===== src/sv/pphc_pkg.sv =====
`default_nettype none

package pphc_pkg;

    localparam logic [1:0] OP_STORE = 2'd0;
    localparam logic [1:0] OP_TICK  = 2'd1;
    localparam logic [1:0] OP_CLEAR = 2'd2;

    localparam logic [2:0] MODE_FIRST = 3'd0;
    localparam logic [2:0] MODE_LAST  = 3'd1;
    localparam logic [2:0] MODE_FAR   = 3'd2;
    localparam logic [2:0] MODE_NEAR  = 3'd3;
    localparam logic [2:0] MODE_INDEX = 3'd4;

    localparam logic [2:0] REG_SPEED = 3'd0;
    localparam logic [2:0] REG_TURN  = 3'd1;
    localparam logic [2:0] REG_TOL   = 3'd2;
    localparam logic [2:0] REG_MODE  = 3'd3;
    localparam logic [2:0] REG_INDEX = 3'd4;

    localparam logic [15:0] SPEED_RST = 16'd640;
    localparam logic [14:0] TURN_RST  = 15'd11520;
    localparam logic [30:0] TOL_RST   = 31'd327680;
    localparam logic [2:0]  MODE_RST  = MODE_INDEX;
    localparam logic [5:0]  INDEX_RST = 6'd10;

    localparam logic signed [17:0] DEG180_Q7    = 18'sd23040;
    localparam logic signed [17:0] DEG360_Q7    = 18'sd46080;
    localparam logic signed [17:0] DEAD_ZONE_Q7 = 18'sd1280;

    localparam logic signed [26:0] DEG90_Q16  = 27'sd5898240;
    localparam logic signed [26:0] DEG180_Q16 = 27'sd11796480;

    localparam logic signed [43:0] CORDIC_GAIN_Q30 = 44'sd652032874;
    localparam int MAX_STEPS = 24;

    typedef struct packed {
        logic [1:0]         op;
        logic signed [31:0] pos_x;
        logic signed [31:0] pos_y;
        logic               path_first;
        logic signed [15:0] robot_yaw;
        logic signed [31:0] goal_x;
        logic signed [31:0] goal_y;
        logic               goal_valid;
        logic               odom_valid;
    } pphc_in_t;

    typedef struct packed {
        logic signed [15:0] vel_x;
        logic signed [15:0] vel_z;
        logic signed [15:0] turn_rate;
        logic               goal_reached;
        logic               goal_changed;
    } pphc_out_t;

    typedef struct packed {
        logic signed [31:0] x;
        logic signed [31:0] y;
    } pphc_point_t;

    typedef struct packed {
        logic               start;
        logic               rotate;
        logic signed [32:0] vec_dx;
        logic signed [32:0] vec_dy;
        logic signed [15:0] rot_ang;
    } pphc_cordic_req_t;

    typedef struct packed {
        logic               done;
        logic signed [15:0] heading;
        logic signed [33:0] cos_q30;
        logic signed [33:0] sin_q30;
    } pphc_cordic_rsp_t;

    typedef enum logic [3:0] {
        S_IDLE,
        S_GOAL,
        S_GWAIT,
        S_SCAN,
        S_TRD,
        S_TDAT,
        S_VEC,
        S_ERR,
        S_TURN,
        S_ROT,
        S_VEL,
        S_EMIT
    } pphc_state_t;

    typedef enum logic [2:0] {
        CS_IDLE,
        CS_PRE,
        CS_NORM,
        CS_ITER,
        CS_POST
    } pphc_cordic_state_t;

    function automatic logic [21:0] atan_q16(input logic [4:0] i);
        logic [21:0] r;
        begin
            case (i)
                5'd0:  r = 22'd2949120;
                5'd1:  r = 22'd1740967;
                5'd2:  r = 22'd919879;
                5'd3:  r = 22'd466945;
                5'd4:  r = 22'd234379;
                5'd5:  r = 22'd117304;
                5'd6:  r = 22'd58666;
                5'd7:  r = 22'd29335;
                5'd8:  r = 22'd14668;
                5'd9:  r = 22'd7334;
                5'd10: r = 22'd3667;
                5'd11: r = 22'd1833;
                5'd12: r = 22'd917;
                5'd13: r = 22'd458;
                5'd14: r = 22'd229;
                5'd15: r = 22'd115;
                5'd16: r = 22'd57;
                5'd17: r = 22'd29;
                5'd18: r = 22'd14;
                5'd19: r = 22'd7;
                5'd20: r = 22'd4;
                5'd21: r = 22'd2;
                5'd22: r = 22'd1;
                default: r = 22'd0;
            endcase
            return r;
        end
    endfunction

    function automatic logic signed [17:0] norm_q7(input logic signed [17:0] a);
        logic signed [17:0] r;
        begin
            if (a > DEG180_Q7) r = a - DEG360_Q7;
            else if (a < -DEG180_Q7) r = a + DEG360_Q7;
            else r = a;
            return r;
        end
    endfunction

endpackage

`default_nettype wire


===== src/sv/pphc_path_mem.sv =====
`default_nettype none

module pphc_path_mem #(
    parameter int DEPTH = 64,
    parameter int AW    = 6
) (
    input  wire logic                 clk,
    input  wire logic                 we,
    input  wire logic [AW-1:0]        waddr,
    input  wire pphc_pkg::pphc_point_t wdata,
    input  wire logic [AW-1:0]        raddr,
    output pphc_pkg::pphc_point_t     rdata
);
    import pphc_pkg::*;

    pphc_point_t mem [DEPTH];
    pphc_point_t rdata_reg;

    always_ff @(posedge clk)
    begin
        if (we)
        begin
            mem[waddr] <= wdata;
        end
        rdata_reg <= mem[raddr];
    end

    assign rdata = rdata_reg;

endmodule

`default_nettype wire


===== config.mk =====
export PLATFORM = sky130hd
export DESIGN_NAME = pphc_path_mem
export DESIGN_NICKNAME = d
export VERILOG_FILES = /design/src/sv/pphc_pkg.sv /design/src/sv/pphc_path_mem.sv
export SDC_FILE = /design/constraint.sdc
export NUM_CORES = 2
export LEC_CHECK = 0
export ABC_AREA = 0
export ABC_CLOCK_PERIOD_IN_PS = 8380
export BUFFER_PORTS_ARGS = -buffer_cell sky130_fd_sc_hd__buf_4
export CAP_MARGIN = 30
export CORE_MARGIN = 2
export CORE_UTILIZATION = 45
export DETAILED_ROUTE_END_ITERATION = 16
export PLACE_DENSITY_LB_ADDON = 0.12
export SYNTH_ARGS = -nofsm -noshare
export SYNTH_HDL_FRONTEND = slang
export SYNTH_SLANG_ARGS = --single-unit

===== constraint.sdc =====
create_clock -name clk -period 8.38 [get_ports clk]
set_input_delay 0.419 -clock clk [delete_from_list [all_inputs] [get_ports clk]]
set_output_delay 0.419 -clock clk [all_outputs]
set_load 0.05 [all_outputs]

# ---- Yosys cells after proc, flatten, opt, wreduce, memory -nomap -nowiden
# Memories as Yosys holds them, arrays and structs flattened. A register that Yosys moved wholly into a read port is not among the register bits.
# Cells that the tools add are included.
dict set report word_totals {
  regBits 0
  ramBits 4096
  in_bits 78
  word_cells 3
  n_memories 1
}
dict set report classes {
  muxes 2
}
# memory depth width read_ports rd_clocked_by_memory_dff write_ports line_no
set memory_table {}
lappend memory_table {mem 64 64 1 1 1 pphc_path_mem.sv:16} ;# pphc_point_t mem [DEPTH];
# op count
set ops {}
lappend ops {{1-bit 2-to-1 mux} 2}

# ---- Logic depth before layout (Yosys ltp)
dict set report logic_depth {
  word_depth 2
  depth_mapped 9
  mapped_depth_nobuf 5
}

# ---- Least setup slack after synthesis
# No wires, ideal clock.
dict set report synth_timing {
  path_kind {input -> register}
  start {in waddr[3]}
  end {mem mem[48][0] in the netlist's numbering, enable pin}
  setup_time_ns 0.564
  t_arrival_ns 5.291
  required_time_ns 7.816
  slack_ns 2.525
  stages 4
  n_path_buf 1
  path_cell_list {clkbuf_1 nor2b_1 nand4b_1 nor3_1}
}
# element line_no
set synth_lines {}
lappend synth_lines {{start, declared} pphc_path_mem.sv:9} ;# input wire logic [AW-1:0] waddr,
lappend synth_lines {{end, declared} pphc_path_mem.sv:16}
# No word-level cell before the write port.

==> impl_summary.md <==
CTS
CTS built an H-tree with a depth of 5. The number of sinks on the clock net is 4,160. The number of buffers on the longest clock path is 4. The number of buffers created by CTS is between 400 and 500.

At the later pin of the worst-skew pair, clock insertion delay measures 0.95 ns. The TritonCTS clock tree is yes. The CTS root buffer is sky130_fd_sc_hd__clkbuf_16.

The post-CTS clock slew at the launch and capture registers of the worst setup and hold paths is approximately 0.060 ns.

STA
The final number of max-transition violations is 0. After layout, the minimum clock period comes to around 3.1 ns. The relative slew slack is around 21%. For the pin with the worst max-slew slack, the measured transition is 1.19 ns. The part of the cycle the worst path needs is roughly 38%. The setup TNS after final layout is 0 ns. The number of endpoints failing setup at the final stage is 0. The number of failing hold endpoints at the final stage was 0. The fmax is 0.317 GHz. Setup repair after global routing left no endpoint under its margin.

The worst clock skew is 0.0344 ns.

Layout
Cells fill 51.7% of the core in the end. The layout has between 20,000 and 30,000 filler cells. The combined area of the multi-input logic cells is around 30,000 um2. The area growth from synthesis to layout is 14.4%. The register with the most flip-flops in the layout has 4,096 of them. The sequential cell area is around 120,000 um2. The post-route netlist has 28.6% of its cells at a drive strength greater than 1. The final layout contains 7,158 nets. After the flow finishes, the layout carries non-filler instances totaling 12,000.

Critical path
The critical path arrival is 4.01 ns. The data required time of the worst path is between 9 and 10 ns. The cell occurring most often along the worst timing path is sky130_fd_sc_hd__buf_4. The buffering stage count on the worst path with inverters included is 3. Along the worst path, the maximum fanout reaches 58. Walking the worst path, the cells encountered are buf_8 > buf_4 > nor2b_4 > buf_4 > a22oi_1 > and3_1 > a211oi_1. On the worst path, the slowest cell contributes a delay of 0.92 ns.

The type of the setup path with the least slack is input pin to flip-flop. The kind of cell with the highest combined delay on the critical path is buffers and inverters. STA classifies the critical path endpoint as a flip-flop. Counting cells, the worst reg-to-reg path comes to 5. The slowest cell on the critical path is sky130_fd_sc_hd__nor2b_4. STA classifies the critical path startpoint as an input pin. The critical register-to-register path endpoint is rdata[8].

Across all register-to-register paths, the minimum setup slack is 6.15 ns. The worst flop-to-flop path startpoint is mem[47][8].

Die
The die covers between 300,000 and 400,000 um2. The effective utilization at floorplan is between 40% and 50%. The floorplan has 216 rows.

The region available for standard cell placement spans 346,000 um2. The horizontal extent of the die is 593 um. The number of I/O pins is 142. The overall die height is 593 um.

Logic synthesis
After synthesis the netlist holds a flip-flop and latch count of 4,160. The combined area of all synthesized cells is between 150,000 and 200,000 um2. The dominant cell by count in the synthesized netlist is sky130_fd_sc_hd__edfxtp_1. The gate count after technology mapping is roughly 6,600.

Summed over its instances, the top area cell type makes up 78.7% of the synthesized netlist area. The largest total area in the synthesized netlist belongs to sky130_fd_sc_hd__edfxtp_1. A synthesized cell averages between 20 and 25 um2. For this run, asynchronously set or reset flops after synthesis account for 0%. Counting every net in the synthesized netlist gives 6,676.

In the post-synthesis netlist, the biggest area contributors are sky130_fd_sc_hd__edfxtp_1 (79%), sky130_fd_sc_hd__mux4_2 (15%), sky130_fd_sc_hd__mux2i_1 (0.86%). Yosys mapped the design onto 33 distinct sky130hd cell types. The fraction of the yosys area taken by sequential cells is between 70 and 80%.

Yosys mapped a number of flops with a built-in enable equal to 4,096. The primary flip-flop cell chosen by synthesis mapping is sky130_fd_sc_hd__edfxtp_1. During synthesis, Yosys emitted a total of 0 warnings.

Ranked by instance count, the synthesized netlist is headed by sky130_fd_sc_hd__edfxtp_1 (4,096), sky130_fd_sc_hd__mux4_2 (1,024), sky130_fd_sc_hd__buf_2 (170).

Drt
The detailed router placed 75,000 vias in this run. Using the TritonRoute via totals, the vias-per-cell ratio works out to 6.23. In this run the remaining antenna-violating nets after routing total 0. For this run, design rule violations remaining after detail routing come to 0.

The total wire length is about 450,000 um. The iteration-0 DRC count of the detailed router is 9,569. For this run, the detailed router's first-pass iteration total came to 5.

The mean routed wirelength per cell is 37.0 um.

Run status
The run finished with clean final reports.

GRT
The maximum number of pins on one net before global-route repair is around 140. The total congestion overflow after global routing is 0. The initial antenna violation count is 39. The via count of the first global-routing pass is about 76,000.

The global-route usage over all layers is 25.1%. The wire length of the first global-routing pass is 616,000 um.

Placed design
Routability-driven placement finished with a final weighted congestion of ~0.78. The detailed-placement wirelength estimate is 233,000 um. The number of instances in the placed design is 11,200. During placement, the flow inserted port buffers numbering 141.

Worst hold path
The hold-critical path depth is 1. The worst hold path terminates at mem[61][34]. In this run the most critical hold path is launched from wdata[34].

The min-delay analysis places its worst path in the category input pin to flip-flop.

Power
Dividing total power by cell area gives a power density of 249 nW/um2. The leakage power figure is 55.8 nW. The worst-case IR drop observed on VDD is between 0.00015 and 0.0002 V.

Run
The max-cap check violation count is 0.
## per-layer routing
| metal | share of wire (%) | GRT usage (%) | vias up |
|---|---|---|---|
| li1 | - | - | 29500 |
| met1 | 41 | 35.6 | 41800 |
| met2 | 49 | 41.2 | 3032 |
| met3 | 6.9 | 3.48 | 603 |
| met4 | 2.7 | 6.65 | 10 |
| met5 | 0.013 | 0 | - |
## final cells by class
class	instances	area share, %
clock inverters	249	1.58
repair buffers	426	2.14
inverters	19	0.0399
clock buffers	541	6.36
multi-input cells	2049	17.2
flip-flops and latches	4160	69.5
well taps	4578	3.20
diodes	7	0.00979
## cell families after synthesis
| kind of cell | after synthesis | share of synthesized area [%] |
|---|---|---|
| buffers and inverters | 389 | 1.18 |
| AO/OA/AOI/OAI | 504 | 2.48 |
| AND/OR/NAND/NOR | 386 | 1.24 |
| flip-flops | 4160 | 79.5 |
| multiplexers | 1159 | 15.6 |
## power breakdown
group	leakage [nW]	total (W)	internal, W	switching, W
logic	11.5	0.00217	0.000766	0.00141
registers	37.4	0.0231	0.0230	0.000101
clock network	6.94	0.0193	0.0113	0.00798
## stage by stage
step / setup WS (ns) / total power [W] / hold WS, ns / area (um2)
2_1_floorplan: 2.53 / 0.0248 / 0.518 / 156000
3_3_place_gp: 4.15 / 0.0257 / 0.815 / 164000
3_5_place_dp: 4.14 / 0.0257 / 0.823 / 164000
4_1_cts: 5.17 / 0.0449 / 0.000230 / 179000
5_1_grt: 5.00 / 0.0458 / 0.0538 / 179000
6_report: 5.23 / 0.0446 / 0.0265 / 179000
## timing repair
action	4_1_cts	5_1_grt
hold buffers	56	0
endpoints found under the setup margin	0	0
buffers inserted	0	0
gates resized for setup	0	0
hold endpoints to repair	3296	0
## layout by cell type, fill, tap and decap left out, types with 3 or more instances in the layout
master / instances
sky130_fd_sc_hd__clkbuf_8: 18
sky130_fd_sc_hd__edfxtp_1: 4096
sky130_fd_sc_hd__buf_8: 3
sky130_fd_sc_hd__mux4_2: 1024
sky130_fd_sc_hd__a2bb2oi_1: 19
sky130_fd_sc_hd__clkinv_16: 7
sky130_fd_sc_hd__mux2i_1: 135
sky130_fd_sc_hd__a22o_1: 88
sky130_fd_sc_hd__clkinv_8: 3
sky130_fd_sc_hd__buf_16: 11
sky130_fd_sc_hd__clkbuf_1: 92
sky130_fd_sc_hd__buf_4: 336
sky130_fd_sc_hd__nand3_1: 45
sky130_fd_sc_hd__clkinv_2: 88
sky130_fd_sc_hd__nor2b_1: 24
sky130_fd_sc_hd__a41oi_1: 26
sky130_fd_sc_hd__dfxtp_1: 64
sky130_fd_sc_hd__or3_1: 29
sky130_fd_sc_hd__inv_6: 6
sky130_fd_sc_hd__a211oi_1: 63
sky130_fd_sc_hd__clkbuf_16: 431
sky130_fd_sc_hd__nand2b_1: 9
sky130_fd_sc_hd__buf_12: 20
sky130_fd_sc_hd__inv_1: 19
sky130_fd_sc_hd__a22oi_1: 168
sky130_fd_sc_hd__or2_2: 28
sky130_fd_sc_hd__and3_1: 64
sky130_fd_sc_hd__nor2_4: 65
sky130_fd_sc_hd__clkinvlp_4: 14
sky130_fd_sc_hd__o22ai_1: 83
sky130_fd_sc_hd__dlygate4sd3_1: 56
sky130_fd_sc_hd__a31oi_1: 18
sky130_fd_sc_hd__nand2_1: 54
sky130_fd_sc_hd__o221ai_1: 38
sky130_fd_sc_hd__nor2b_4: 3
sky130_fd_sc_hd__clkinv_1: 73
sky130_fd_sc_hd__nor2_1: 47
sky130_fd_sc_hd__bufinv_16: 55
sky130_fd_sc_hd__diode_2: 7
## how the worst max path moves through the flow
stage,startpoint,endpoint,slack [ns],depth (start not counted)
6_report,raddr[2],rdata[47],5.23,7
3_5_place_dp,raddr[0],rdata[37],4.14,8
5_1_grt,raddr[0],rdata[37],5.00,8
4_1_cts,raddr[0],rdata[37],5.17,8
3_3_place_gp,raddr[0],rdata[37],4.15,8
2_1_floorplan,waddr[3],mem[48][0],2.53,4
Note: power is estimated with default switching activity, not from simulation.
