==> config.mk <==
export PLATFORM = sky130hd
export DESIGN_NAME = pphc_cordic
export DESIGN_NICKNAME = d
export VERILOG_FILES = /design/src/sv/pphc_pkg.sv /design/src/sv/pphc_cordic.sv
export SDC_FILE = /design/constraint.sdc
export NUM_CORES = 1
export LEC_CHECK = 0
export ABC_AREA = 1
export BUFFER_PORTS_ARGS = -buffer_cell sky130_fd_sc_hd__buf_4
export CAP_MARGIN = 10
export CORE_ASPECT_RATIO = 2
export CORE_MARGIN = 2
export CORE_UTILIZATION = 35
export CTS_BUF_LIST = sky130_fd_sc_hd__clkbuf_4 sky130_fd_sc_hd__clkbuf_8
export CTS_CLUSTER_DIAMETER = 50
export CTS_CLUSTER_SIZE = 40
export DETAILED_ROUTE_END_ITERATION = 10
export GPL_TIMING_DRIVEN = 1
export PLACE_DENSITY_LB_ADDON = 0.1
export SYNTH_ARGS = -nofsm -noshare
export SYNTH_HDL_FRONTEND = slang
export SYNTH_SLANG_ARGS = --single-unit
==> constraint.sdc <==
create_clock -name clk -period 7.3 [get_ports clk]
set_input_delay 1.46 -clock clk [delete_from_list [all_inputs] [get_ports clk]]
set_output_delay 1.46 -clock clk [all_outputs]
set_load 0.005 [all_outputs]
==> src/sv/pphc_pkg.sv <==
`default_nettype none

package pphc_pkg;

    localparam logic [1:0] OP_STORE = 2'd0;
    localparam logic [1:0] OP_TICK  = 2'd1;
    localparam logic [1:0] OP_CLEAR = 2'd2;

    localparam logic [2:0] MODE_FIRST = 3'd0;
    localparam logic [2:0] MODE_LAST  = 3'd1;
    localparam logic [2:0] MODE_FAR   = 3'd2;
    localparam logic [2:0] MODE_NEAR  = 3'd3;
    localparam logic [2:0] MODE_INDEX = 3'd4;

    localparam logic [2:0] REG_SPEED = 3'd0;
    localparam logic [2:0] REG_TURN  = 3'd1;
    localparam logic [2:0] REG_TOL   = 3'd2;
    localparam logic [2:0] REG_MODE  = 3'd3;
    localparam logic [2:0] REG_INDEX = 3'd4;

    localparam logic [15:0] SPEED_RST = 16'd640;
    localparam logic [14:0] TURN_RST  = 15'd11520;
    localparam logic [30:0] TOL_RST   = 31'd327680;
    localparam logic [2:0]  MODE_RST  = MODE_INDEX;
    localparam logic [5:0]  INDEX_RST = 6'd10;

    localparam logic signed [17:0] DEG180_Q7    = 18'sd23040;
    localparam logic signed [17:0] DEG360_Q7    = 18'sd46080;
    localparam logic signed [17:0] DEAD_ZONE_Q7 = 18'sd1280;

    localparam logic signed [26:0] DEG90_Q16  = 27'sd5898240;
    localparam logic signed [26:0] DEG180_Q16 = 27'sd11796480;

    localparam logic signed [43:0] CORDIC_GAIN_Q30 = 44'sd652032874;
    localparam int MAX_STEPS = 24;

    typedef struct packed {
        logic [1:0]         op;
        logic signed [31:0] pos_x;
        logic signed [31:0] pos_y;
        logic               path_first;
        logic signed [15:0] robot_yaw;
        logic signed [31:0] goal_x;
        logic signed [31:0] goal_y;
        logic               goal_valid;
        logic               odom_valid;
    } pphc_in_t;

    typedef struct packed {
        logic signed [15:0] vel_x;
        logic signed [15:0] vel_z;
        logic signed [15:0] turn_rate;
        logic               goal_reached;
        logic               goal_changed;
    } pphc_out_t;

    typedef struct packed {
        logic signed [31:0] x;
        logic signed [31:0] y;
    } pphc_point_t;

    typedef struct packed {
        logic               start;
        logic               rotate;
        logic signed [32:0] vec_dx;
        logic signed [32:0] vec_dy;
        logic signed [15:0] rot_ang;
    } pphc_cordic_req_t;

    typedef struct packed {
        logic               done;
        logic signed [15:0] heading;
        logic signed [33:0] cos_q30;
        logic signed [33:0] sin_q30;
    } pphc_cordic_rsp_t;

    typedef enum logic [3:0] {
        S_IDLE,
        S_GOAL,
        S_GWAIT,
        S_SCAN,
        S_TRD,
        S_TDAT,
        S_VEC,
        S_ERR,
        S_TURN,
        S_ROT,
        S_VEL,
        S_EMIT
    } pphc_state_t;

    typedef enum logic [2:0] {
        CS_IDLE,
        CS_PRE,
        CS_NORM,
        CS_ITER,
        CS_POST
    } pphc_cordic_state_t;

    function automatic logic [21:0] atan_q16(input logic [4:0] i);
        logic [21:0] r;
        begin
            case (i)
                5'd0:  r = 22'd2949120;
                5'd1:  r = 22'd1740967;
                5'd2:  r = 22'd919879;
                5'd3:  r = 22'd466945;
                5'd4:  r = 22'd234379;
                5'd5:  r = 22'd117304;
                5'd6:  r = 22'd58666;
                5'd7:  r = 22'd29335;
                5'd8:  r = 22'd14668;
                5'd9:  r = 22'd7334;
                5'd10: r = 22'd3667;
                5'd11: r = 22'd1833;
                5'd12: r = 22'd917;
                5'd13: r = 22'd458;
                5'd14: r = 22'd229;
                5'd15: r = 22'd115;
                5'd16: r = 22'd57;
                5'd17: r = 22'd29;
                5'd18: r = 22'd14;
                5'd19: r = 22'd7;
                5'd20: r = 22'd4;
                5'd21: r = 22'd2;
                5'd22: r = 22'd1;
                default: r = 22'd0;
            endcase
            return r;
        end
    endfunction

    function automatic logic signed [17:0] norm_q7(input logic signed [17:0] a);
        logic signed [17:0] r;
        begin
            if (a > DEG180_Q7) r = a - DEG360_Q7;
            else if (a < -DEG180_Q7) r = a + DEG360_Q7;
            else r = a;
            return r;
        end
    endfunction

endpackage

`default_nettype wire

==> src/sv/pphc_cordic.sv <==
`default_nettype none

module pphc_cordic #(
    parameter int STEPS = 16
) (
    input  wire logic                      clk,
    input  wire logic                      rst_n,
    input  wire pphc_pkg::pphc_cordic_req_t req,
    output pphc_pkg::pphc_cordic_rsp_t     rsp
);
    import pphc_pkg::*;

    localparam int NSTEP = (STEPS > MAX_STEPS) ? MAX_STEPS : STEPS;
    localparam logic [4:0] LAST_STEP = 5'(NSTEP - 1);

    pphc_cordic_state_t state_reg, state_next;
    logic signed [43:0] x_reg, y_reg;
    logic signed [26:0] z_reg;
    logic [4:0]         i_reg;
    logic               rot_reg, neg_reg, zero_reg;
    logic               done_reg;
    logic signed [15:0] heading_reg;
    logic signed [33:0] cos_reg, sin_reg;

    logic signed [43:0] ay, m, xs, ys;
    logic signed [26:0] at, zr, zc;
    logic               up, small8, small1;

    always_comb
    begin
        ay     = (y_reg < 0) ? -y_reg : y_reg;
        m      = (x_reg > ay) ? x_reg : ay;
        small8 = m < 44'sd4294967296;
        small1 = m < 44'sd1099511627776;
        xs     = x_reg >>> i_reg;
        ys     = y_reg >>> i_reg;
        at     = $signed({5'd0, atan_q16(i_reg)});
        up     = rot_reg ? (z_reg >= 0) : (y_reg < 0);
        if (z_reg >= 0) zr = (z_reg + 27'sd256) >>> 9;
        else zr = -((-z_reg + 27'sd256) >>> 9);
        if (zr > 27'(DEG180_Q7)) zc = 27'(DEG180_Q7);
        else if (zr < -27'(DEG180_Q7)) zc = -27'(DEG180_Q7);
        else zc = zr;
    end

    always_comb
    begin
        state_next = state_reg;
        unique case (state_reg)
            CS_IDLE: if (req.start) state_next = CS_PRE;
            CS_PRE:
            begin
                if (rot_reg) state_next = CS_ITER;
                else if (x_reg == 0 && y_reg == 0) state_next = CS_POST;
                else state_next = CS_NORM;
            end
            CS_NORM: if (!small1) state_next = CS_ITER;
            CS_ITER: if (i_reg == LAST_STEP) state_next = CS_POST;
            CS_POST: state_next = CS_IDLE;
            default: state_next = CS_IDLE;
        endcase
    end

    always_ff @(posedge clk or negedge rst_n)
    begin
        if (!rst_n)
        begin
            state_reg <= CS_IDLE;
            done_reg  <= 1'b0;
        end
        else
        begin
            state_reg <= state_next;
            done_reg  <= (state_reg == CS_POST);
        end
    end

    always_ff @(posedge clk)
    begin
        unique case (state_reg)
            CS_IDLE:
            begin
                if (req.start)
                begin
                    rot_reg <= req.rotate;
                    i_reg   <= 5'd0;
                    if (req.rotate)
                    begin
                        x_reg <= CORDIC_GAIN_Q30;
                        y_reg <= 44'sd0;
                        z_reg <= 27'(req.rot_ang) <<< 9;
                    end
                    else
                    begin
                        x_reg <= 44'(req.vec_dx);
                        y_reg <= 44'(req.vec_dy);
                        z_reg <= 27'sd0;
                    end
                end
            end
            CS_PRE:
            begin
                if (rot_reg)
                begin
                    if (z_reg > DEG90_Q16)
                    begin
                        z_reg   <= z_reg - DEG180_Q16;
                        neg_reg <= 1'b1;
                    end
                    else if (z_reg < -DEG90_Q16)
                    begin
                        z_reg   <= z_reg + DEG180_Q16;
                        neg_reg <= 1'b1;
                    end
                    else
                    begin
                        neg_reg <= 1'b0;
                    end
                end
                else
                begin
                    zero_reg <= (x_reg == 0 && y_reg == 0);
                    if (x_reg < 0)
                    begin
                        z_reg <= (y_reg >= 0) ? DEG180_Q16 : -DEG180_Q16;
                        x_reg <= -x_reg;
                        y_reg <= -y_reg;
                    end
                    else
                    begin
                        z_reg <= 27'sd0;
                    end
                end
            end
            CS_NORM:
            begin
                if (small8)
                begin
                    x_reg <= x_reg <<< 8;
                    y_reg <= y_reg <<< 8;
                end
                else if (small1)
                begin
                    x_reg <= x_reg <<< 1;
                    y_reg <= y_reg <<< 1;
                end
            end
            CS_ITER:
            begin
                if (up)
                begin
                    x_reg <= x_reg - ys;
                    y_reg <= y_reg + xs;
                    z_reg <= z_reg - at;
                end
                else
                begin
                    x_reg <= x_reg + ys;
                    y_reg <= y_reg - xs;
                    z_reg <= z_reg + at;
                end
                i_reg <= i_reg + 5'd1;
            end
            CS_POST:
            begin
                heading_reg <= zero_reg ? 16'sd0 : 16'(zc);
                cos_reg     <= neg_reg ? 34'(-x_reg) : 34'(x_reg);
                sin_reg     <= neg_reg ? 34'(-y_reg) : 34'(y_reg);
            end
            default:
            begin
            end
        endcase
    end

    assign rsp.done    = done_reg;
    assign rsp.heading = heading_reg;
    assign rsp.cos_q30 = cos_reg;
    assign rsp.sin_q30 = sin_reg;

endmodule

`default_nettype wire

# Word-level counts from Yosys, hierarchy flattened
# Memory sizes are Yosys's and may differ from the RTL's. A register that Yosys moved wholly into a read port is not among the register bits.
# Index checks and enable logic that the tools add are counted.
[classes]
addsub = 15
multipliers = 0
div = 0
order_cmp = 11
eq_ne = 12
shift = 2
mux = 43
bitwise_logic = 1
n_reduce_logical = 16
[ops]
columns = ["op", "count"]
rows = [
  ["2-to-1 mux 44 bit", 16],
  ["case mux 44 bit (4 select lines)", 2],
  ["2-to-1 mux 27 bit", 9],
  ["adder 44 bit", 2],
  ["logical NOT 44 bit", 2],
  ["< comparator 44 x 1 -> 1 bit (second input constant)", 2],
  ["negator 44 bit", 2],
  [">>> shifter 44 x 5 -> 44 bit", 2],
  ["subtractor 44 bit", 2],
  ["case mux 27 bit (3 select lines)", 1],
  ["2-to-1 mux 34 bit", 2],
  ["adder 27 x 10 -> 27 bit (second input constant)", 2],
  [">= comparator 44 x 1 -> 1 bit (second input constant)", 1],
  ["greater-than comparator 44 bit", 1],
  ["< comparator 44 x 34 -> 1 bit (second input constant)", 1],
  ["< comparator 44 x 42 -> 1 bit (second input constant)", 1],
  ["adder 27 x 23 -> 27 bit", 1],
  ["adder 27 x 25 -> 27 bit (second input constant)", 1],
  [">= comparator 27 x 1 -> 1 bit (second input constant)", 1],
  ["greater-than comparator 27 x 16 -> 1 bit (second input constant)", 1],
  ["greater-than comparator 27 x 24 -> 1 bit (second input constant)", 1],
  ["< comparator 27 x 16 -> 1 bit (second input constant)", 1],
  ["< comparator 27 x 24 -> 1 bit (second input constant)", 1],
  ["negator 18 -> 27 bit", 1],
  ["other kinds (29)", 44],
]
[word_totals]
register_bits = 211
latch_bits = 0
ramBits = 0
rom_bits = 704
input_bits = 86
out_inout_bits = 85
word_cells = 115
mem_count = 1
[mem_list]
columns = ["memory", "words", "width", "read_ports", "rd_ports_with_merged_regs", "wr", "line_no", "source"]
rows = [
  ["(no name shown)", 32, 22, 1, 1, 0, "pphc_pkg.sv:103", "case (i)"],
]

# Depth between registers and ports, before layout
# Gate-level depths: netlist of run 1.
[logic_depth]
depth_word = 8
depth_mapped = 40
mapped_depth_nobuf = 38

# Least setup slack after synthesis of run 1
# No wires, ideal clock.
[synth_path]
kind = "flip-flop to flip-flop"
from = "reg y_reg[1]"
to = "reg x_reg[0], enable pin"
setup_ns = 0.442
arrival_time_ns = 5.304
t_required_ns = 6.858
setup_slack_ns = 1.554
stages_incl_launch_ff = 30
path_buffers = 0
period_less_slack_ns = 5.746
cell_sequence = "edfxtp_1 inv_2 ha_1 nand4_4 nor2_4 nand2_1 nor2_1 inv_1 nor2_1 inv_1 nor2_1 inv_1 nor2_1 xor2_1 o21ai_0 ha_1 nand4_1 nor3_1 nand2_1 nor2_1 o21ai_1 nand3_1 nand2_1 nand2_1 nand2_1 nand2_1 nand2_1 nand3_1 o211ai_1 inv_1"
[synth_via]
elab_chain_len = 7
elab_cells_between_ends = 9
cone_classes = "1 x add/sub; 4 x order compare; 1 x eq/ne; 2 x mux; 1 x reduce/logical"
[synth_rtl]
columns = ["element", "line_no", "source"]
rows = [
  ["start: declaration", "pphc_cordic.sv:17", "logic signed [43:0] x_reg, y_reg;"],
  ["start signal: assignment", "pphc_cordic.sv:96", "y_reg <= 44'(req.vec_dy);"],
  ["start signal: assignment", "pphc_cordic.sv:127", "y_reg <= -y_reg;"],
  ["start signal: assignment", "pphc_cordic.sv:140", "y_reg <= y_reg <<< 8;"],
  ["negator 44 bit or < comparator 44 x 1 -> 1 bit (tied branches)", "--", ""],
  ["2-to-1 mux 44 bit *", "pphc_cordic.sv:31", "ay = (y_reg < 0) ? -y_reg : y_reg;"],
  ["greater-than comparator 44 bit", "pphc_cordic.sv:32", "m = (x_reg > ay) ? x_reg : ay;"],
  ["2-to-1 mux 44 bit *", "pphc_cordic.sv:32", ""],
  ["< comparator 44 x 34 -> 1 bit or < comparator 44 x 42 -> 1 bit (tied branches)", "pphc_cordic.sv:33, pphc_cordic.sv:34", ""],
  ["inequality test 3 bit (no line) *", "--", ""],
  ["AND reduction 5 bit (no line) *", "--", ""],
  ["end signal: assignment", "pphc_cordic.sv:95", "x_reg <= 44'(req.vec_dx);"],
  ["end signal: assignment", "pphc_cordic.sv:126", "x_reg <= -x_reg;"],
  ["end signal: assignment", "pphc_cordic.sv:139", "x_reg <= x_reg <<< 8;"],
  ["end: declaration", "pphc_cordic.sv:17", ""],
]
# Every way passes the cells marked *; elsewhere a longest branch is shown, timed or not.
# A chain may end at the register's enable or synchronous reset.

# Final worst setup path of run 1
[layout_path]
from = "reg i_reg[0]"
to = "reg x_reg[42], data pin"
[layout_via]
elab_chain_len = 4
elab_cells_between_ends = 5
cone_classes = "2 x add/sub; 1 x shift; 2 x mux"
[layout_rtl]
columns = ["element", "line_no", "source"]
rows = [
  ["start: declaration", "pphc_cordic.sv:19", "logic [4:0] i_reg;"],
  ["start signal: assignment", "pphc_cordic.sv:162", "i_reg <= i_reg + 5'd1;"],
  [">>> shifter 44 x 5 -> 44 bit *", "pphc_cordic.sv:36", "ys = y_reg >>> i_reg;"],
  ["adder 44 bit or subtractor 44 bit (tied branches)", "pphc_cordic.sv:158, pphc_cordic.sv:152", ""],
  ["2-to-1 mux 44 bit *", "pphc_cordic.sv:150", "if (up)"],
  ["case mux 44 bit (4 select lines) *", "pphc_cordic.sv:80", "unique case (state_reg)"],
  ["end signal: assignment", "pphc_cordic.sv:95", ""],
  ["end signal: assignment", "pphc_cordic.sv:152", "x_reg <= x_reg - ys;"],
  ["end signal: assignment", "pphc_cordic.sv:158", "x_reg <= x_reg + ys;"],
]
# Marks and branches as above.

==> flow_summary.toml, run 1 <==
[logic_synthesis]
syn_inst = 5280
syn_avg_cell_area_um2 = 6.038
synth_top_area_cell = "edfxtp_1"
synth.mux.area_fraction_pct = 0.4395
netlist.area_leader.share_pct = 19.50
synthSimpleGateAreaFrac_pct = 40.16
synth_top_family_by_area = "simple AND/OR/NAND/NOR gates"
ys_warn_count = 0
synth_compound_area_share_pct = 17.09
synth_area_um2 = 31880
ys_top_cells_by_area = "edfxtp_1 (19%), nand2_1 (19%), nand3_1 (8.0%)"
ys_ff_latch = 233
synth_cell_types = 69
synth_nets = 5551
synth_fa_ha_area_share_pct = 7.354
async_flop_share_pct = 1.717
synthFlopType = "edfxtp_1"
yosys.area_share.xor_xnor_pct = 4.560
yosysSeqAreaShare_pct = 21.19
synth_edf_count = 207

[timing]
fin_setup_tns_ns = 0
fmax_mhz = 142.8
rsz0062_at_grt = "no"
hold_viol = 0
min_period_ns = 7.003
fin_skew_ns = 0.04226
drv_slew = 0
holdWs_ns = 0.5173
worst_pin_slew_ns = 1.229
fin_crit_sh_pct = 95.93
setup_viol = 0
timing.slew.headroom_pct = 17.17

[cells_and_area]
design_area_um2 = 35570
drive_gt1_share_pct = 9.755
fillCellCount = 10260
final_cell_mix = "nand2_1 (1599), nand3_1 (507), nor2_1 (494)"
final_common_cell = "nand2_1"
fin_util_pct = 39.36
nets = 5666
syn2layout_area_growth_pct = 11.58

[routing]
initialDrtViolationCount = 2892
antenna_left = 0
drtPass1Iterations = 8
drcViolationCount = 0
vias = 38010
detail_route.wirelength_mm = 179.3
avgRoutedWirePerCell_um = 27.13
routed_via_density = 5.751

[critical_path]
path_max_fanout = 66
worstReg2RegEnd = "x_reg[42]$_DFFE_PP_"
critPathLaunch = "i_reg[0]$_DFFE_PP_"
crit_path_end = "x_reg[42]$_DFFE_PP_"
endpoint_kind = "flop"
r2r-start = "i_reg[0]$_DFFE_PP_"
r2r_cells = 27
timing.critical_path.arrival_ns = 7.43
crit_required_ns = 7.73
regToRegSetupSlack_ns = 0.30
path_class = "reg2reg"
crit_path_start_kind = "flop"

[clocking]
insertion_delay_ns = 0.73
cts_tree = "yes"
clk_pin_slew_worst_paths_ns = 0.11
cts_sinks = 233
cts-root-buf = "clkbuf_8"
hold_buffers = 0
cts_max_level = 2
cts_buffers = 36
clockBufferDepth = 3

[global_routing]
antenna_found_initial = 4
grt_pass1_wl_mm = 252.8
grt_overflow_total = 0
track_usage_pct = 37.44
grt_max_degree = 93
grt_pass1_vias = 38420

[placed_design]
placement.cell_area_um2 = 34660
globalplace.congestion = 1.040
port-buffer-count = 170
place.detailed.hpwl_mm = 147.2

[floorplanning]
core_um2 = 90370
start_util_pct = 35.28
num_rows = 156
dieArea_um2 = 93670
die_height_um = 430.8
fp.dieW_um = 217.4
num_io_pins = 171

[hold_path]
hold_class = "reg2reg"

[run_status]
status = "finished, final reports clean"

[run]
maxCapViolations = 0
-- cell usage after synthesis (62+ instances only) --
library cell and instances:
nand2_1 1600, nand3_1 507, nor2_1 499, inv_1 485, o21ai_0 419, a21oi_1 294, edfxtp_1 207, ha_1 181
nand4_1 133, xor2_1 123, clkbuf_1 120, o21ai_1 94, or2_2 62
-- what timing repair did --
item | CTS | global route
setup endpoints to repair | 0 | 61
setup buffers | 0 | 2
gates resized for setup | 0 | 1
-- kinds of logic after synthesis --
| family | after synthesis |
|---|---|
| xor+xnor | 166 |
| compound gates | 987 |
| simple gates | 2968 |
| buf+inv | 727 |
| flops | 233 |
| fa+ha+maj | 185 |
| mux | 14 |
-- routing by layer --
layer / global-route usage (%) / up-vias / part of all wire [%]
li1: - / 17970 / -
met1: 31.76 / 17750 / 30
met2: 69.96 / 1525 / 52
met3: 5.503 / 762 / 4.5
met4: 41.11 / 0 / 13
met5: 0 / - / 0
-- worst min path at each step --
stage	end	cells after the start	start	slack, ns
2_1_floorplan	cos_reg[0]$_DFFE_PP_	0	x_reg[0]$_DFFE_PP_	0.45
4_1_cts	cos_reg[0]$_DFFE_PP_	0	x_reg[0]$_DFFE_PP_	0.51
5_1_grt	state_reg[2]$_DFFE_PN0P_	1	rst_n	0.54
3_5_place_dp	cos_reg[0]$_DFFE_PP_	0	x_reg[0]$_DFFE_PP_	0.48
6_report	cos_reg[0]$_DFFE_PP_	0	x_reg[0]$_DFFE_PP_	0.52
3_3_place_gp	cos_reg[0]$_DFFE_PP_	0	x_reg[0]$_DFFE_PP_	0.48
-- per-stage QoR --
stage | std cells | setup slack, ns
after CTS | 6605 | 0.2534
after global placement | 6538 | -0.5888
after floorplan | 5280 | 1.554
after global routing | 6610 | 0.01731
final | 6610 | 0.2970
after detailed placement | 6539 | 0.2961
-- cell type report --
type                       instances  area (um2)  area share [%]
clock inverter                    29       367.9           1.034
inverter                         515        1936           5.441
antenna                            2       5.005         0.01407
sequential                       233        6756           18.99
timing repair buffer             289        2280           6.408
multi-input combinational       4320       22240           62.51
clock buffer                      37       509.2           1.431
tap                             1185        1483           4.168
-- worst max-delay path, cell delays in order (launching register included) --
cell and delay (ns):
edfxtp_1 0.47, buf_12 0.31, o21ai_0 0.44, nand2_1 0.16, nand2_1 0.15, nand2_1 0.09, nand2_1 0.14, o21ai_0 0.35
nand2_1 0.13, nand2_1 0.18, nand2_1 0.07, nor2_1 0.10, nand2_1 0.14, nor2_2 0.31, nand2_1 0.12, o21ai_0 0.21
xnor2_1 0.22, ha_1 0.40, a21oi_1 0.17, inv_1 0.07, a31oi_1 0.34, o21ai_0 0.33, a21oi_1 0.19, o21ai_0 0.28
a21boi_0 0.79, o21bai_1 0.19, o21ai_0 0.22, nand4_1 0.12
Power of run 1 is not shown: default switching activity piles up to over one toggle a cycle in this logic, so the estimate is an artifact.
==> run 2: changes to the inputs <==
Settings changed: RECOVER_POWER set to 100.
==> run 2 against run 1 <==
  * The run now ends with max-capacitance violations, max-slew violations left
  * Register-to-register slack lost 0.15 ns
  * Clock-buffer cell count unchanged
  * Cell area decreased by 0.90%
  * Final cell count stayed put
  * Via count barely moved
  * Critical path depth is 15 lower
==> flow_summary.toml, run 2 (synthesized netlist as in run 1, its figures left out) <==
[run_status]
status = "complete, but fails checks"
violations = "max-capacitance violations, max-slew violations"

[critical_path]
timing.critical_path.arrival_ns = 7.46
crit_path_frequent_cell = "inv_1"
critPathMaxStageDelay_ns = 2.61
r2r_cells = 12
crit_buf_inv = 8
endpoint_kind = "flop"
path_max_fanout = 52
crit_cells = 12
crit_required_ns = 7.61
critical_path.top_delay_family = "buffers and inverters"
crit_path_start_kind = "flop"
path_class = "reg2reg"
cp_slowest_cell = "clkbuf_1"
path_cells = "inv_1, nor2_1, inv_1, nor2_4, clkbuf_1, inv_2, clkbuf_2, nor2_1, clkbuf_1, inv_1, nand2_1, inv_1"

[clocking]
cts_tree = "yes"
cts_buffers = 36
cts-root-buf = "clkbuf_8"
clk_pin_slew_worst_paths_ns = 0.12
insertion_delay_ns = 0.73
cts_sinks = 233
cts_max_level = 2
clockBufferDepth = 3

[global_routing]
grt_pass1_wl_mm = 252.8
antenna_found_initial = 4
grt_max_degree = 93
grt_overflow_total = 0
track_usage_pct = 37.44
grt_pass1_vias = 38420

[routing]
antenna_left = 0
drcViolationCount = 0
avgRoutedWirePerCell_um = 27.11
initialDrtViolationCount = 3011
vias = 37980
drtPass1Iterations = 6
detail_route.wirelength_mm = 179.2
routed_via_density = 5.746

[cells_and_area]
drive_gt1_share_pct = 8.538
nets = 5666
syn2layout_area_growth_pct = 10.58
layout.cells.non_filler = 6610
final_cell_mix = "nand2_1 (1601), nand3_1 (508), nor2_1 (497)"
final_common_cell = "nand2_1"

[floorplanning]
num_rows = 156
fp.dieW_um = 217.4
dieArea_um2 = 93670
start_util_pct = 35.28
core_um2 = 90370
num_io_pins = 171
die_height_um = 430.8

[timing]
hold_viol = 0
worst_pin_slew_ns = 3.735
rsz0062_at_grt = "no"
fin_skew_ns = 0.03730
min_period_ns = 7.149
drv_slew = 387
fin_crit_sh_pct = 97.94
layout_setup_ws_ns = 0.1507
fmax_mhz = 139.9
setup_viol = 0
timing.slew.headroom_pct = -149.0
fin_setup_tns_ns = 0

[placed_design]
globalplace.congestion = 1.040
port-buffer-count = 170
dp_cells = 6539
place.detailed.hpwl_mm = 147.2
place_ws_ns = 0.2961

[hold_path]
hold_class = "reg2reg"
whs_path_depth = 0

[run]
maxCapViolations = 10
run 2: cell type report:
type	instances	area, um2
Fill cell	10310	55120
Antenna cell	2	5.005
Timing Repair Buffer	289	2091
Sequential cell	233	6756
Clock buffer	37	509.2
Multi-Input combinational cell	4320	22110
Tap cell	1185	1483
Inverter	515	1936
Clock inverter	29	367.9
run 2: path summary, 6_finish.rpt:
| kind | start | to | slack [ns] |
|---|---|---|---|
| max | state_reg[0]$_DFFE_PN0P_ | z_reg[0]$_DFFE_PP_ | 0.15 |
| min | x_reg[0]$_DFFE_PP_ | cos_reg[0]$_DFFE_PP_ | 0.51 |
| max reg2reg | state_reg[0]$_DFFE_PN0P_ | z_reg[0]$_DFFE_PP_ | 0.15 |
| min reg2reg | x_reg[0]$_DFFE_PP_ | cos_reg[0]$_DFFE_PP_ | 0.51 |
| max in group asynchronous | rst_n | done_reg$_DFF_PN0_ | 6.27 |
| min in group asynchronous | rst_n | state_reg[1]$_DFFE_PN0P_ | 0.69 |
run 2: timing repair:
item                       CTS  global route
resized for setup            0             1
buffers inserted             0             2
setup endpoints to repair    0            61
hold buffers                 0             0
run 2: routing by layer:
layer	global-route usage [%]	share of wire (%)
met4	41.11	13
met2	69.96	52
met1	31.76	30
met3	5.503	4.5
met5	0	0
run 2: per-stage QoR:
step	hold slack [ns]	area, um2	util [%]
floorplan	0.4508	31880	-
detailed placement	0.4802	34660	38.36
global placement	0.4824	34660	38.35
CTS	0.5079	35540	39.33
global route	0.5531	35250	39.01
finish	0.5101	35250	39.01
Power of run 2 is left out for the same reason.
